### src/rtl/hbrq_pkg.sv
`timescale 1ns / 1ps
// ----------------------------------------------------------------------------
// hbrq_pkg
// Shared types and constants of the half-plane bounding rectangle query block.
// ----------------------------------------------------------------------------
package hbrq_pkg;

    localparam int TABLE_DEPTH = 256;
    localparam int FRAC_BITS   = 16;
    localparam int COEF_W      = 16;
    localparam int COORD_W     = 34;
    localparam int AREA_W      = 51;
    localparam int CNT_W       = $clog2(TABLE_DEPTH + 1);
    localparam int DIVN_W      = COEF_W + FRAC_BITS;
    localparam int DIV_CNT_W   = $clog2(DIVN_W + 1);
    localparam int HALF_W      = COORD_W / 2;
    localparam int PROD_W      = 2 * COORD_W;

    typedef enum logic [1:0] {
        KIND_LEFT,
        KIND_RIGHT,
        KIND_LOWER,
        KIND_UPPER
    } t_kind;

    typedef enum logic [2:0] {
        ST_INSERTED = 3'd0,
        ST_FULL     = 3'd1,
        ST_DEGEN    = 3'd2,
        ST_NONE     = 3'd3,
        ST_FOUND    = 3'd4
    } t_status;

    typedef enum logic [2:0] {
        S_IDLE,
        S_DIV,
        S_SCAN,
        S_SPAN,
        S_MUL_LO,
        S_MUL_HI,
        S_DONE
    } t_state;

    typedef struct packed {
        logic                      valid;
        t_kind                     kind;
        logic signed [COORD_W-1:0] value;
    } t_cell;

endpackage

### src/rtl/hbrq_div.sv
`timescale 1ns / 1ps
// ----------------------------------------------------------------------------
// hbrq_div
// Restoring divider, one quotient bit per cycle: -num/den in fixed point.
// ----------------------------------------------------------------------------
module hbrq_div import hbrq_pkg::*; (
    input  logic                      i_clk,
    input  logic                      i_rst_n,
    input  logic                      i_start,
    input  logic signed [COEF_W-1:0]  i_num,
    input  logic signed [COEF_W-1:0]  i_den,
    output logic                      o_done,
    output logic signed [COORD_W-1:0] o_quo
);
    logic                 r_busy;
    logic                 r_done;
    logic [DIV_CNT_W-1:0] r_cnt;
    logic [COEF_W-1:0]    r_rem;
    logic [DIVN_W-1:0]    r_quo;
    logic [COEF_W-1:0]    r_den;
    logic                 r_neg;

    logic [COEF_W-1:0]    w_num_abs;
    logic [COEF_W-1:0]    w_den_abs;
    logic [COEF_W:0]      w_shl;
    logic [COEF_W+1:0]    w_diff;
    logic                 w_ge;
    logic [COORD_W-1:0]   w_mag;

    assign w_num_abs = i_num[COEF_W-1] ? COEF_W'(-i_num) : i_num;
    assign w_den_abs = i_den[COEF_W-1] ? COEF_W'(-i_den) : i_den;
    assign w_shl     = {r_rem, r_quo[DIVN_W-1]};
    assign w_diff    = {1'b0, w_shl} - {2'b00, r_den};
    assign w_ge      = !w_diff[COEF_W+1];

    always_ff @(posedge i_clk) begin
        if (!i_rst_n) begin
            r_busy <= 1'b0;
            r_done <= 1'b0;
        end else begin
            r_done <= 1'b0;
            if (i_start) begin
                r_busy <= 1'b1;
            end else if (r_busy && r_cnt == DIV_CNT_W'(1)) begin
                r_busy <= 1'b0;
                r_done <= 1'b1;
            end
        end
    end

    always_ff @(posedge i_clk) begin
        if (i_start) begin
            r_cnt <= DIV_CNT_W'(DIVN_W);
            r_rem <= '0;
            r_quo <= {w_num_abs, {FRAC_BITS{1'b0}}};
            r_den <= w_den_abs;
            // result is negative when num and den agree in sign
            r_neg <= (!i_num[COEF_W-1] && i_num != '0) != i_den[COEF_W-1];
        end else if (r_busy) begin
            r_cnt <= r_cnt - DIV_CNT_W'(1);
            r_rem <= w_ge ? w_diff[COEF_W-1:0] : w_shl[COEF_W-1:0];
            r_quo <= {r_quo[DIVN_W-2:0], w_ge};
        end
    end

    assign w_mag  = COORD_W'(r_quo);
    assign o_quo  = r_neg ? -$signed(w_mag) : $signed(w_mag);
    assign o_done = r_done;
endmodule

### config.mk
export PLATFORM = sky130hd
export DESIGN_NAME = hbrq_div
export DESIGN_NICKNAME = d
export VERILOG_FILES = /design/src/rtl/hbrq_pkg.sv /design/src/rtl/hbrq_div.sv
export SDC_FILE = /design/constraint.sdc
export NUM_CORES = 1
export LEC_CHECK = 0
export BUFFER_PORTS_ARGS = -buffer_cell sky130_fd_sc_hd__buf_2
export CORE_UTILIZATION = 53
export DETAILED_ROUTE_END_ITERATION = 10
export GPL_ROUTABILITY_DRIVEN = 0
export PLACE_DENSITY = 0.77
export SYNTH_ARGS = -nofsm -noshare
export SYNTH_HDL_FRONTEND = slang
export SYNTH_SLANG_ARGS = --single-unit
### constraint.sdc
create_clock -name i_clk -period 2.4 [get_ports i_clk]
set_input_delay 0.72 -clock i_clk [delete_from_list [all_inputs] [get_ports i_clk]]
set_output_delay 0.72 -clock i_clk [all_outputs]
set_load 0.01 [all_outputs]
==> results.md <==
- Status: finished with violations
- Failing checks: setup timing
- Synth Area in XOR/XNOR: 12.2%
- DRT Wirelength: 11,700 µm
- CP bufs+invs: 4
- Clock Latency Late Sink: 0.36 ns
- Total power: 3.44 mW
- Period utilization: 128%
- Least-Margin Pin Slew: 0.714 ns
- Synthesized area: 5030 µm²
- Post-synthesis instance total: 546
- Final hold slack: 0.497 ns
- Sink Count: 73
- Synthesized Nets: 603
- WL/cell: 14.6 µm
- Die area: 9890 µm²
- Most used DFF post-synth: dfxtp_1
- Max rail drop VDD: 0.000322 V
- CTS tree: built
- Total number of vias: 4,496
- Min-Delay Path Class: reg2reg
- Clock-pin slew on the worst setup and hold paths: 0.09 ns
- Area Overhead vs Synth: 28.7%
- Die H: 99.5 µm
- Seq cells post-synth: 73
- Critical Path AT: 2.36 ns
- Total gr overflow: 0
- Post-synthesis simple-gate area fraction: 17.5%
- Compound-Gate Fraction of Synth Area: 20.3%
- CTS Hold Buffers Added: 0
- Std cell rows: 35
- Pre-CTS WS: -0.267 ns
- Distinct cells, synth: 69
- F_max: 325 MHz
- RSZ-0062 raised after global routing: true
- Most frequent cells in the layout: 69 x buf_2, 64 x buf_4, 61 x xnor2_1
- Top-level port count: 70
- Number of synthesized flops with an enable pin: 33
- Slowest stage delay, CP: 0.56 ns
- Most frequent cell on the critical path: buf_6
- Share of layout cells above drive strength 1: 33.8%
- Vias in the first global route: 4,219
- Hold path cells: 2
- Die width: 99.5 µm
- Ys async rst share: 0%
- Filler cells: 690
- Multi-input gate area: 3280 µm²
- Relative slew slack: 52.3%
- Antenna fix cells: 0
- Initial Util: 54.5%
- Lkg Pwr: 2.70 nW
- P per Cell Area: 530 nW/µm²
- Avg Cell Area, Syn: 9.22 µm²
- Overall routing resource usage: 24.0%
- Worst setup path class: reg2out
- Final setup viols: 28
- Post-route ant nets: 0
- Critical-path top delay cell: or4_4
- CP Cell Sequence: or4_4 -> nor3_4 -> buf_4 -> buf_6 -> buf_6 -> nand2_4 -> o31ai_4 -> xnor2_1 -> buf_2
- Final min period: 3.08 ns
- Setup Skew: 0.0160 ns
- Vias/cell: 5.58
- Type of origin of the critical path: register
- Remaining DRCs: 0
- Reg area: 1800 µm²
- DP Wirelength: 8700 µm
- H-tree Lvls: 3
- Sequential area share after synthesis: 35.6%
- Family with the most delay on the worst path: simple AND/OR/NAND/NOR gates
- Nets: 729
- Worst setup EP type: primary output
- CTS max path bufs: 2
- Worst Path Max Fanout: 3
- Final Slew Violations: 0
- Hold Fails Final Rpt: 0
- Critical Path RT: 1.68 ns
- Core Box Area: 9240 µm²
- Largest family of logic cells by synthesized area: compound AO/OA/AOI/OAI gates
- Largest net degree at the start of global routing: 43
- Adder-cell share of the synthesized area: 5.62%
- Setup TNS: -15.33 ns
- Clock root buffer: clkbuf_8
- PortBufs: 69
- Inserted Clock Buffers: 9
- DRT Pass-1 Iters: 4
- Mux cell area share after synthesis: 3.60%
- Max Cap Viol: 0
- Reg2Reg Depth: 8
- Stages on worst setup path: 9
- 1st-iter DRT viols: 179
- Final worst slack: -0.678 ns
- Leading cell type in the layout, fill and taps excluded: buf_2
- YS warnings: 0
- First-pass GRT wire length: 19,000 µm
- Initial antenna violation count: 0
[stage by stage]
| step | utilization (%) | std cells | area [µm²] |
|---|---|---|---|
| after floorplan | - | 546 | 5080 |
| after global routing | 70.1 | 806 | 6480 |
| final | 70.1 | 806 | 6480 |
| after global placement | 64.2 | 781 | 5930 |
| after CTS | 67.8 | 801 | 6270 |
| after detailed placement | 64.2 | 781 | 5930 |
[repair_timing]
item	4_1_cts	5_1_grt
pin swaps	13	14
gates resized for setup	28	41
hold endpoints to repair	0	0
endpoints found under the setup margin	28	43
setup buffers	4	5
[synthesized netlist by cell type, types with 3 or more instances]
cell type | n | area (µm²)
mux2i_1 | 17 | 170
nor2b_1 | 3 | 18.8
or4_1 | 4 | 30.0
inv_1 | 34 | 128
nand2b_1 | 9 | 56.3
o41ai_1 | 4 | 35.0
a21oi_1 | 17 | 85.1
nor2_1 | 44 | 165
nand4_1 | 3 | 18.8
clkbuf_1 | 16 | 60.1
a32oi_1 | 7 | 61.3
o41ai_2 | 6 | 97.6
nand3_1 | 9 | 45.0
o21ai_0 | 34 | 170
ha_1 | 21 | 263
o31ai_2 | 5 | 62.6
a22o_1 | 15 | 131
nor4_1 | 3 | 18.8
buf_4 | 3 | 22.5
edfxtp_1 | 33 | 991
nand2_1 | 61 | 229
nor3_1 | 7 | 35.0
a21o_1 | 3 | 22.5
a211oi_1 | 4 | 30.0
buf_1 | 3 | 11.3
xnor2_1 | 63 | 552
xor2_1 | 7 | 61.3
dfxtp_1 | 40 | 801
o31ai_1 | 9 | 67.6
or3_1 | 10 | 62.6
a311oi_1 | 6 | 52.6
[kinds of logic after synthesis]
logic type,Yosys count
buffers and inverters,61
multiplexers,18
AND/OR/NAND/NOR,171
adder cells (fa/ha/maj),22
XOR/XNOR,70
flip-flops,73
AO/OA/AOI/OAI,131
[worst min-delay path: cells and delay by family, from the launching register on]
kind | cells | cell delay [ns]
AO/OA/AOI/OAI | 1 | 0.06
AND/OR/NAND/NOR | 1 | 0.05
flip-flops | 1 | 0.34
[state kept, by name, summed over array words and instances (netlist names)]
signal,count
r_neg,1
r_den,16
r_quo,32
r_busy,1
o_done,1
r_cnt,6
r_rem,16
[power breakdown]
part / switching, mW / internal, mW / leakage, nW
clock: 0.510 / 0.394 / 0.0970
combinational: 0.574 / 0.491 / 1.94
sequential: 0.0648 / 1.40 / 0.662
total: 1.15 / 2.29 / 2.70
[worst paths after layout]
kind         startpoint        end  slack (ns)
min reg2reg    r_rem[2]   r_rem[2]        0.50
max            r_quo[2]  o_quo[10]       -0.68
min            r_rem[2]   r_rem[2]        0.50
max reg2reg    r_den[8]  r_rem[14]        0.09
[per-layer routing]
metal | up-vias | GRT usage, % | wire (µm)
met5 | - | 0 | 0
met4 | 0 | 7.35 | 99
met3 | 9 | 4.08 | 535
met2 | 116 | 42.5 | 5860
met1 | 2128 | 29.9 | 5250
li1 | 2243 | - | -
[final cells by class]
type / instances / share of cell area [%]
Clock buffer: 9 / 1.91
Tap cell: 129 / 2.49
Inverter: 34 / 2.01
Sequential cell: 73 / 27.7
Clock inverter: 7 / 0.908
Multi-Input combinational cell: 412 / 50.6
Timing Repair Buffer: 142 / 14.4
(Power assumes the default switching activity.)
