$ cat config.mk
export PLATFORM = sky130hd
export DESIGN_NAME = hbrq_cell
export DESIGN_NICKNAME = d
export VERILOG_FILES = /design/src/rtl/hbrq_pkg.sv /design/src/rtl/hbrq_cell.sv
export SDC_FILE = /design/constraint.sdc
export NUM_CORES = 1
export LEC_CHECK = 0
export BUFFER_PORTS_ARGS = -buffer_cell sky130_fd_sc_hd__buf_2
export CAP_MARGIN = 15
export CORE_MARGIN = 5
export CORE_UTILIZATION = 35
export CTS_CLUSTER_SIZE = 12
export DETAILED_ROUTE_END_ITERATION = 8
export GPL_ROUTABILITY_DRIVEN = 0
export HOLD_SLACK_MARGIN = 0.06
export PLACE_DENSITY = 0.69
export SLEW_MARGIN = 20
export SYNTH_ARGS = -nofsm -noshare
export SYNTH_HDL_FRONTEND = slang
export SYNTH_SLANG_ARGS = --single-unit
$ cat constraint.sdc
create_clock -name i_clk -period 0.9 [get_ports i_clk]
set_clock_uncertainty 0.1 [all_clocks]
set_input_delay 0.09 -clock i_clk [delete_from_list [all_inputs] [get_ports i_clk]]
set_output_delay 0.09 -clock i_clk [all_outputs]
set_load 0.02 [all_outputs]
$ cat src/rtl/hbrq_pkg.sv
`timescale 1ns / 1ps
// ----------------------------------------------------------------------------
// hbrq_pkg
// Shared types and constants of the half-plane bounding rectangle query block.
// ----------------------------------------------------------------------------
package hbrq_pkg;

    localparam int TABLE_DEPTH = 256;
    localparam int FRAC_BITS   = 16;
    localparam int COEF_W      = 16;
    localparam int COORD_W     = 34;
    localparam int AREA_W      = 51;
    localparam int CNT_W       = $clog2(TABLE_DEPTH + 1);
    localparam int DIVN_W      = COEF_W + FRAC_BITS;
    localparam int DIV_CNT_W   = $clog2(DIVN_W + 1);
    localparam int HALF_W      = COORD_W / 2;
    localparam int PROD_W      = 2 * COORD_W;

    typedef enum logic [1:0] {
        KIND_LEFT,
        KIND_RIGHT,
        KIND_LOWER,
        KIND_UPPER
    } t_kind;

    typedef enum logic [2:0] {
        ST_INSERTED = 3'd0,
        ST_FULL     = 3'd1,
        ST_DEGEN    = 3'd2,
        ST_NONE     = 3'd3,
        ST_FOUND    = 3'd4
    } t_status;

    typedef enum logic [2:0] {
        S_IDLE,
        S_DIV,
        S_SCAN,
        S_SPAN,
        S_MUL_LO,
        S_MUL_HI,
        S_DONE
    } t_state;

    typedef struct packed {
        logic                      valid;
        t_kind                     kind;
        logic signed [COORD_W-1:0] value;
    } t_cell;

endpackage

$ cat src/rtl/hbrq_cell.sv
`timescale 1ns / 1ps
// ----------------------------------------------------------------------------
// hbrq_cell
// One stored bound; takes its neighbor's entry on each shift.
// ----------------------------------------------------------------------------
module hbrq_cell import hbrq_pkg::*; (
    input  logic  i_clk,
    input  logic  i_rst_n,
    input  logic  i_shift,
    input  t_cell i_prev,
    output t_cell o_cell
);
    logic                      r_valid;
    t_kind                     r_kind;
    logic signed [COORD_W-1:0] r_value;

    always_ff @(posedge i_clk) begin
        if (!i_rst_n) begin
            r_valid <= 1'b0;
        end else if (i_shift) begin
            r_valid <= i_prev.valid;
        end
    end

    always_ff @(posedge i_clk) begin
        if (i_shift) begin
            r_kind  <= i_prev.kind;
            r_value <= i_prev.value;
        end
    end

    assign o_cell = '{valid: r_valid, kind: r_kind, value: r_value};
endmodule

==> results of run 1 <==
-- layout make-up --
class | count | area (µm²) | area share
clock inverters | 2 | 37.5 | 0.0170
clock buffers | 6 | 51.3 | 0.0232
well taps | 44 | 55.1 | 0.0249
flip-flops and latches | 37 | 1100 | 0.498
repair buffers | 116 | 951 | 0.430
multi-input cells | 2 | 16.3 | 0.00735
-- registers in the layout (all words and copies together) (netlist names) --
signal / flops
r_kind: 2
r_valid: 1
r_value: 34
-- metrics by stage --
stage	power [mW]	setup TNS [ns]	util
global placement	2.54	0	0.513
detailed placement	2.55	0	0.513
floorplan	2.30	0	-
global route	4.12	-8.20	0.719
finish	3.95	-6.17	0.719
CTS	3.92	-6.56	0.700
-- cell families after synthesis --
family,Yosys count,share of synthesized area
buf+inv,1,0.00668
mux,1,0.00890
flops,37,0.979
simple gates,1,0.00557
-- power by group through the flow --
stage	clock [mW]	sequential [mW]	combinational [mW]
after floorplan	0	2.29	0.0115
after global placement	0	2.10	0.433
after detailed placement	0	2.11	0.437
after CTS	1.21	2.08	0.627
after global routing	1.30	2.11	0.708
final	1.18	2.10	0.671
-- layer usage --
metal,part of all wire,vias to the layer above,GRT usage
met5,0,-,0
met4,0.017,0,0.0609
met3,0.12,7,0.0927
met2,0.53,56,0.280
met1,0.33,396,0.148
li1,-,402,-
-- worst min path at each step --
stage	from	slack, ns	cells after the start	endpoint
2_1_floorplan	i_prev[34]	0.09	0	r_kind[0]
3_3_place_gp	i_prev[18]	0.17	1	r_value[18]
3_5_place_dp	i_prev[24]	0.17	1	r_value[24]
4_1_cts	i_shift	0.09	2	r_kind[0]
5_1_grt	i_shift	0.02	3	r_valid
6_report	i_shift	-0.008	3	r_valid
-- synthesized netlist by cell type (all sizes together) --
| master | number | share of area |
|---|---|---|
| edfxtp | 36 | 0.96 |
| dfxtp | 1 | 0.018 |
| buf | 1 | 0.0067 |
| nor2b | 1 | 0.0056 |
| mux2i | 1 | 0.0089 |
-- repair_timing --
action                                  4_1_cts  5_1_grt
resized for setup                            31       22
endpoints found under the setup margin       37       38
endpoints found under the hold margin        37        1
==> results by group, run 1 <==
Outcome
  – Status: complete, but fails checks
  – Violated checks: hold timing, setup timing

Power
  – Switching part of the total: 0.223
  – Net Switching: 881 µW
  – Pint: 3.07 mW
  – Gate power share: 0.170
  – Power Density: 1780 nW/µm²
  – LEAKAGE: 0.940 nW
  – Clock network power share: 0.299
  – Seq pwr share: 0.531
  – Peak VDD IR: 0.00136 V

Global route
  – Total track usage: 0.158
  – Vias in the first global route: 972
  – Pin count of the biggest net entering global routing: 27
  – First-pass GRT wire length: 4.81 mm
  – GRT overflow: 0
  – Antenna violations before repair: 0

Setup path
  – FF-to-FF path depth: 2
  – Crit path kind: register to output port
  – Largest delay share family, worst path: flip-flops
  – Setup crit end: o_cell[17]
  – Worst EP required: 0.71 ns
  – Largest stage delay, worst path: 0.44 ns
  – Flop2flop setup slack: 0.18 ns
  – Crit end category: output port
  – CP arrival: 0.93 ns
  – Setup crit start: r_value[17]
  – RR Startpoint: r_valid
  – Max FO, Critical Path: 1
  – WP buf/inv: 1
  – Slowest stage cell, crit path: edfxtp_1
  – Instance count on the critical path: 1
  – Worst Setup Start Kind: register
  – Critical path, cell by cell: buf_6
  – Reg2reg end: r_valid

Clock tree
  – Hold buffers post-CTS: 39
  – Clock Root Buffer: clkbuf_4
  – Clk slew on worst S/H paths: 0.11 ns
  – Post-CTS Setup Bufs: 0
  – Sink Count: 37
  – CTS tree: built
  – Total CTS buffers: 5
  – H-tree Lvls: 2
  – Clock buffer depth: 2
  – Clock latency on the worst-skew pair: 0.34 ns

Timing
  – Hold Slack: -0.00764 ns
  – Setup WS post-layout: -0.221 ns
  – Relative slew slack: 0.918
  – Fmax: 892 MHz
  – Tmin final: 1.12 ns
  – Final setup fails: 37
  – Final Max Slew Viols: 0
  – Least-Margin Pin Slew: 0.120 ns
  – RSZ-0062 raised after global routing: yes
  – Crit share post-route: 1.25
  – Final Hold Fails: 1

Synth
  – Number of library cell types mapped by synthesis: 5
  – Synth warnings: 0
  – Yosys reg bits: 37
  – Mapped Nets: 80
  – Sequential element share of the synthesized area: 0.979
  – Synth Cell Area: 1120 µm²
  – Post-synthesis cell count: 40
  – Syn_area_per_cell: 28.1 µm²

Run
  – Maxcap violations: 0

Placed design
  – Place WS: 0.0737 ns
  – I/O Buffers: 76
  – Placed cells: 161
  – Dpl cell area: 1580 µm²

Route
  – Post-DRT Antenna Nets: 0
  – Wirelength, routed: 3.10 mm
  – DRC: 0
  – Wire per inst: 15.0 µm
  – First-pass DRT Iterations: 3
  – Initial DRC Count: 22
  – Vias per cell: 4.16
  – Via count: 861

Layout
  – Most common cell after layout, fill and taps aside: buf_2
  – Final layout net count: 202
  – Ant. Diodes: 0
  – Most frequent cells in the layout: buf_2, dlygate4sd3_1, edfxtp_1
  – Fill cells: 186
  – Layout Cell Area excl Fill: 2210 µm²
  – Layout overhead on the synthesized area: 96.8%
  – Layout cells sized above 1: 0.534
  – Finished Layout Cells: 207

Min path
  – Hold/Removal Path Class: primary input to register

Die
  – Row count: 20
  – DIE AREA: 4450 µm²
  – Core area: 3080 µm²
  – Starting density of the core: 0.365
  – I/O Pins: 77
  – Die H: 66.7 µm
  – Die span in x: 66.7 µm
(Power assumes the default switching activity.)
==> run 2, diff against run 1 <==
CELL_PAD_IN_SITES_DETAIL_PLACEMENT = 1   (was not set)
CELL_PAD_IN_SITES_GLOBAL_PLACEMENT = 2   (was not set)
CORE_UTILIZATION = 26   (was 35)
PLACE_DENSITY = 0.77   (was 0.69)
==> results by group, run 2 (synthesized netlist as in run 1, its figures left out) <==
Clock tree
  – Clock buffer depth: 2 (unchanged)
  – Clk slew on worst S/H paths: 0.06 ns (was 0.11 ns)
  – Clock Root Buffer: clkbuf_8 (was clkbuf_4)
  – Total CTS buffers: 5 (unchanged)
  – Post-CTS Setup Bufs: 0 (unchanged)
  – H-tree Lvls: 2 (unchanged)
  – CTS tree: built (unchanged)
  – Clock latency on the worst-skew pair: 0.27 ns (was 0.34 ns)
  – Sink Count: 37 (unchanged)

Global route
  – Pin count of the biggest net entering global routing: 21 (was 27)
  – GRT overflow: 0 (unchanged)
  – Antenna violations before repair: 0 (unchanged)
  – Total track usage: 0.111 (was 0.158)
  – First-pass GRT wire length: 4.57 mm (was 4.81 mm)
  – Vias in the first global route: 953 (was 972)

Layout
  – Finished Core Util: 0.531 (was 0.719)
  – Largest register FFs: 34 (unchanged)
  – Area occupied by multi-input gates: 16.3 µm² (unchanged)
  – Layout overhead on the synthesized area: 101% (was 96.8%)
  – Most frequent cells in the layout: buf_2, dlygate4sd3_1, edfxtp_1 (unchanged)
  – Most common cell after layout, fill and taps aside: buf_2 (unchanged)
  – FF/Latch Area: 1100 µm² (unchanged)
  – Reg with most FFs: r_value (unchanged)
  – Final layout net count: 204 (was 202)
  – Largest regs: r_value: 34 flops, r_kind: 2 flops, r_valid: 1 flops (unchanged)
  – Ant. Diodes: 0 (unchanged)
  – Fill cells: 426 (was 186)
  – Finished Layout Cells: 216 (was 207)
  – Layout cells sized above 1: 0.524 (was 0.534)

Die
  – Starting density of the core: 0.264 (was 0.365)
  – DIE AREA: 5740 µm² (was 4450 µm²)
  – I/O Pins: 77 (unchanged)
  – Die span in x: 75.8 µm (was 66.7 µm)
  – Die H: 75.8 µm (was 66.7 µm)
  – Row count: 24 (was 20)
  – Core area: 4260 µm² (was 3080 µm²)

Timing
  – Final Max Slew Viols: 0 (unchanged)
  – Hold Slack: 0.139 ns (was -0.00764 ns)
  – Crit share post-route: 1.13 (was 1.25)
  – RSZ-0062 raised after global routing: yes (unchanged)
  – Relative slew slack: 0.900 (was 0.918)
  – Final Hold Fails: 0 (was 1)
  – Tmin final: 1.02 ns (was 1.12 ns)
  – Fmax: 980 MHz (was 892 MHz)
  – Final setup fails: 37 (unchanged)
  – Least-Margin Pin Slew: 0.146 ns (was 0.120 ns)
  – Setup WS post-layout: -0.120 ns (was -0.221 ns)

Setup path
  – FF-to-FF path depth: 2 (unchanged)
  – Crit path kind: register to output port (unchanged)
  – Critical path, cell by cell: buf_6 (unchanged)
  – CP arrival: 0.83 ns (was 0.93 ns)
  – Worst EP required: 0.71 ns (about the same)
  – Flop2flop setup slack: 0.16 ns (was 0.18 ns)
  – Worst Setup Start Kind: register (unchanged)
  – Crit end category: output port (unchanged)
  – Largest delay share family, worst path: flip-flops (unchanged)
  – WP buf/inv: 1 (unchanged)
  – Reg2reg end: r_valid (unchanged)
  – Max FO, Critical Path: 1 (unchanged)
  – Slowest stage cell, crit path: edfxtp_1 (unchanged)
  – RR Startpoint: r_valid (unchanged)
  – Largest stage delay, worst path: 0.41 ns (was 0.44 ns)
  – Setup crit start: r_value[28] (was r_value[17])

Run
  – Maxcap violations: 0 (unchanged)

Power
  – LEAKAGE: 0.965 nW (was 0.940 nW)
  – Total power: 3.83 mW (was 3.95 mW)
  – Peak VDD IR: 0.00106 V (was 0.00136 V)
  – Power Density: 1690 nW/µm² (was 1780 nW/µm²)

Placed design
  – Place WS: 0.0148 ns (was 0.0737 ns)
  – I/O Buffers: 76 (unchanged)
  – Placed cells: 171 (was 161)

Route
  – Via count: 856 (was 861)
  – DRC: 0 (unchanged)
  – Vias per cell: 3.96 (was 4.16)
  – Initial DRC Count: 43 (was 22)
  – Wire per inst: 14.7 µm (was 15.0 µm)
  – First-pass DRT Iterations: 2 (was 3)
  – Post-DRT Antenna Nets: 0 (unchanged)
  – Wirelength, routed: 3.18 mm (was 3.10 mm)

Outcome
  – Status: complete, but fails checks (unchanged)
  – Violated checks: setup timing (was hold timing, setup timing)

Min path
  – Hold path startpoint: i_shift (unchanged)
  – Worst Hold Path Cells: 2 (was 3)
  – Hold/Removal Path Class: primary input to register (unchanged)
  – WHS Endpoint: r_value[27] (was r_valid)
run 2: per-stage QoR:
stage | instance area, µm² | TNS, ns
2_1_floorplan | 1120 | 0
3_3_place_gp | 1610 | 0
3_5_place_dp | 1610 | 0
4_1_cts | 2160 | -3.82
5_1_grt | 2270 | -4.64
6_report | 2270 | -3.26
run 2: power breakdown:
group | switching, mW | total (mW) | internal [mW]
logic | 0.304 | 0.704 | 0.400
registers | 0.0589 | 2.10 | 2.04
clock network | 0.500 | 1.02 | 0.521
run 2: what timing repair did:
action / 4_1_cts / 5_1_grt
gates resized for setup: 33 / 34
setup endpoints to repair: 37 / 38
gates cloned: 0 / 0
hold buffers: 38 / 0
hold endpoints to repair: 37 / 0
run 2: worst max path at each step:
stage / cells after the start / end / slack (ns)
final: 1 / o_cell[28] / -0.12
after global routing: 1 / o_cell[21] / -0.15
after floorplan: 2 / r_valid / 0.24
after detailed placement: 4 / r_valid / 0.01
after CTS: 1 / o_cell[17] / -0.13
after global placement: 4 / r_valid / 0.07
run 2: final cells by class:
class	instances	area share
clock buffers	6	0.0320
clock inverters	1	0.00166
multi-input cells	2	0.00718
flip-flops and latches	37	0.486
well taps	52	0.0287
repair buffers	118	0.444
run 2: per-layer routing:
| metal | GRT usage | vias to the layer above | wire, µm |
|---|---|---|---|
| li1 | - | 403 | - |
| met1 | 0.105 | 404 | 1010 |
| met2 | 0.214 | 47 | 1840 |
| met3 | 0.0475 | 2 | 299 |
| met4 | 0.0311 | 0 | 26 |
| met5 | 0 | - | 0 |
==> run 3, diff against run 2 <==
CORE_MARGIN = 2   (was 5)
SETUP_SLACK_MARGIN = 0.2   (was not set)
==> results by group, run 3 (synthesized netlist as in run 1, its figures left out) <==
Clock tree
  – Post-CTS Setup Bufs: 0 (unchanged)
  – H-tree Lvls: 2 (unchanged)
  – Clock Root Buffer: clkbuf_8 (unchanged)
  – CTS tree: built (unchanged)
  – Clk slew on worst S/H paths: 0.07 ns (was 0.06 ns)
  – Sink Count: 37 (unchanged)
  – Clock buffer depth: 2 (unchanged)
  – Total CTS buffers: 5 (unchanged)
  – Clock latency on the worst-skew pair: 0.29 ns (was 0.27 ns)

Die
  – Starting density of the core: 0.275 (was 0.264)
  – I/O Pins: 77 (unchanged)
  – Die H: 69.8 µm (was 75.8 µm)
  – DIE AREA: 4870 µm² (was 5740 µm²)
  – Die span in x: 69.8 µm (was 75.8 µm)
  – Row count: 23 (was 24)
  – Core area: 4090 µm² (was 4260 µm²)

Timing
  – Final setup fails: 37 (unchanged)
  – Hold Slack: -0.130 ns (was 0.139 ns)
  – Fmax: 964 MHz (was 980 MHz)
  – Relative slew slack: 0.906 (was 0.900)
  – RSZ-0062 raised after global routing: yes (unchanged)
  – Final Max Slew Viols: 0 (unchanged)
  – Crit share post-route: 1.15 (was 1.13)
  – Tmin final: 1.04 ns (was 1.02 ns)
  – Final Hold Fails: 37 (was 0)
  – Setup WS post-layout: -0.137 ns (was -0.120 ns)
  – Setup TNS: -3.84 ns (was -3.26 ns)
  – Least-Margin Pin Slew: 0.136 ns (was 0.146 ns)

Setup path
  – Worst EP required: 0.71 ns (about the same)
  – Crit end category: output port (unchanged)
  – CP arrival: 0.85 ns (was 0.83 ns)
  – WP buf/inv: 1 (unchanged)
  – Slowest stage cell, crit path: edfxtp_1 (unchanged)
  – Worst Setup Start Kind: register (unchanged)
  – Crit path kind: register to output port (unchanged)
  – Largest stage delay, worst path: 0.41 ns (about the same)
  – Max FO, Critical Path: 1 (unchanged)
  – Critical path, cell by cell: buf_6 (unchanged)
  – Largest delay share family, worst path: flip-flops (unchanged)

Route
  – Post-DRT Antenna Nets: 0 (unchanged)
  – Wire per inst: 14.0 µm (was 14.7 µm)
  – Initial DRC Count: 11 (was 43)
  – Vias per cell: 4.07 (was 3.96)
  – Via count: 712 (was 856)
  – Wirelength, routed: 2.45 mm (was 3.18 mm)
  – DRC: 0 (unchanged)
  – First-pass DRT Iterations: 4 (was 2)

Layout
  – Layout cells sized above 1: 0.696 (was 0.524)
  – Layout overhead on the synthesized area: 62.3% (was 101%)
  – Most frequent cells in the layout: buf_2, edfxtp_1, buf_6 (was buf_2, dlygate4sd3_1, edfxtp_1)
  – Largest regs: r_value: 34 flops, r_kind: 2 flops, r_valid: 1 flops (unchanged)
  – Largest register FFs: 34 (unchanged)
  – Layout Cell Area excl Fill: 1830 µm² (was 2270 µm²)
  – Final layout net count: 164 (was 204)
  – Fill cells: 431 (was 426)
  – Reg with most FFs: r_value (unchanged)
  – Most common cell after layout, fill and taps aside: buf_2 (unchanged)
  – Ant. Diodes: 0 (unchanged)
  – Finished Layout Cells: 175 (was 216)

Min path
  – Hold/Removal Path Class: primary input to register (unchanged)

Power
  – Total power: 3.71 mW (was 3.83 mW)
  – Peak VDD IR: 0.00124 V (was 0.00106 V)
  – Power Density: 2030 nW/µm² (was 1690 nW/µm²)
  – LEAKAGE: 0.777 nW (was 0.965 nW)

Global route
  – First-pass GRT wire length: 3.90 mm (was 4.57 mm)
  – Antenna violations before repair: 0 (unchanged)
  – Pin count of the biggest net entering global routing: 27 (was 21)
  – Vias in the first global route: 803 (was 953)
  – Total track usage: 0.111 (about the same)
  – GRT overflow: 0 (unchanged)

Placed design
  – Dpl cell area: 1600 µm² (was 1610 µm²)
  – I/O Buffers: 76 (unchanged)
  – Placed cells: 167 (was 171)

Outcome
  – Status: complete, but fails checks (unchanged)
  – Violated checks: hold timing, setup timing (was setup timing)

Run
  – Maxcap violations: 0 (unchanged)
run 3: cell count changes in the layout (fill, tap and decap cells not counted):
cell            before  now
clkinv_1             1    0
clkinv_2             0    2
buf_6               32   22
buf_4                3    0
clkbuf_1             1    0
dlymetal6s4s_1       1    0
buf_2               44   54
buf_12               1    2
clkinvlp_4           0    1
dlygate4sd3_1       37    0
run 3: per-layer routing:
metal  track usage  part of all wire  up-vias
met5             0                 0        -
met4        0.0577             0.013        0
met2         0.181              0.49       62
li1              -                 -      327
met3        0.0770              0.16        4
met1         0.105              0.34      319
run 3: through the flow:
stage	worst slack [ns]	util	hold WS (ns)
after floorplan	0.242	-	0.0889
after detailed placement	0.0448	0.392	0.168
after global placement	0.0707	0.392	0.167
after global routing	-0.176	0.447	-0.151
final	-0.137	0.447	-0.130
after CTS	-0.156	0.436	-0.144
run 3: layout make-up:
class / instances / area (µm²) / area share
sequential: 37 / 1100 / 0.604
timing repair buffer: 78 / 558 / 0.306
clock buffer: 5 / 68.8 / 0.0377
tap: 50 / 62.6 / 0.0343
clock inverter: 3 / 17.5 / 0.00960
multi-input combinational: 2 / 16.3 / 0.00891
run 3: timing repair:
item	CTS	global route
resized for setup	31	14
gates cloned	0	0
endpoints found under the setup margin	38	38
endpoints found under the hold margin	37	37
run 3: where the power goes:
part           internal (mW)  total [mW]  switching [mW]  leakage [nW]
registers               2.04        2.09          0.0517         0.361
clock network          0.533        1.09           0.560        0.0439
logic                  0.252       0.524           0.273         0.372
run 3: path summary, 6_finish.rpt:
check | cells past startpoint | from | slack [ns] | to
max | 1 | r_value[12] | -0.14 | o_cell[12]
min | 1 | i_prev[31] | -0.13 | r_value[31]
max reg2reg | 2 | r_valid | 0.15 | r_valid
min reg2reg | 2 | r_valid | 0.48 | r_valid
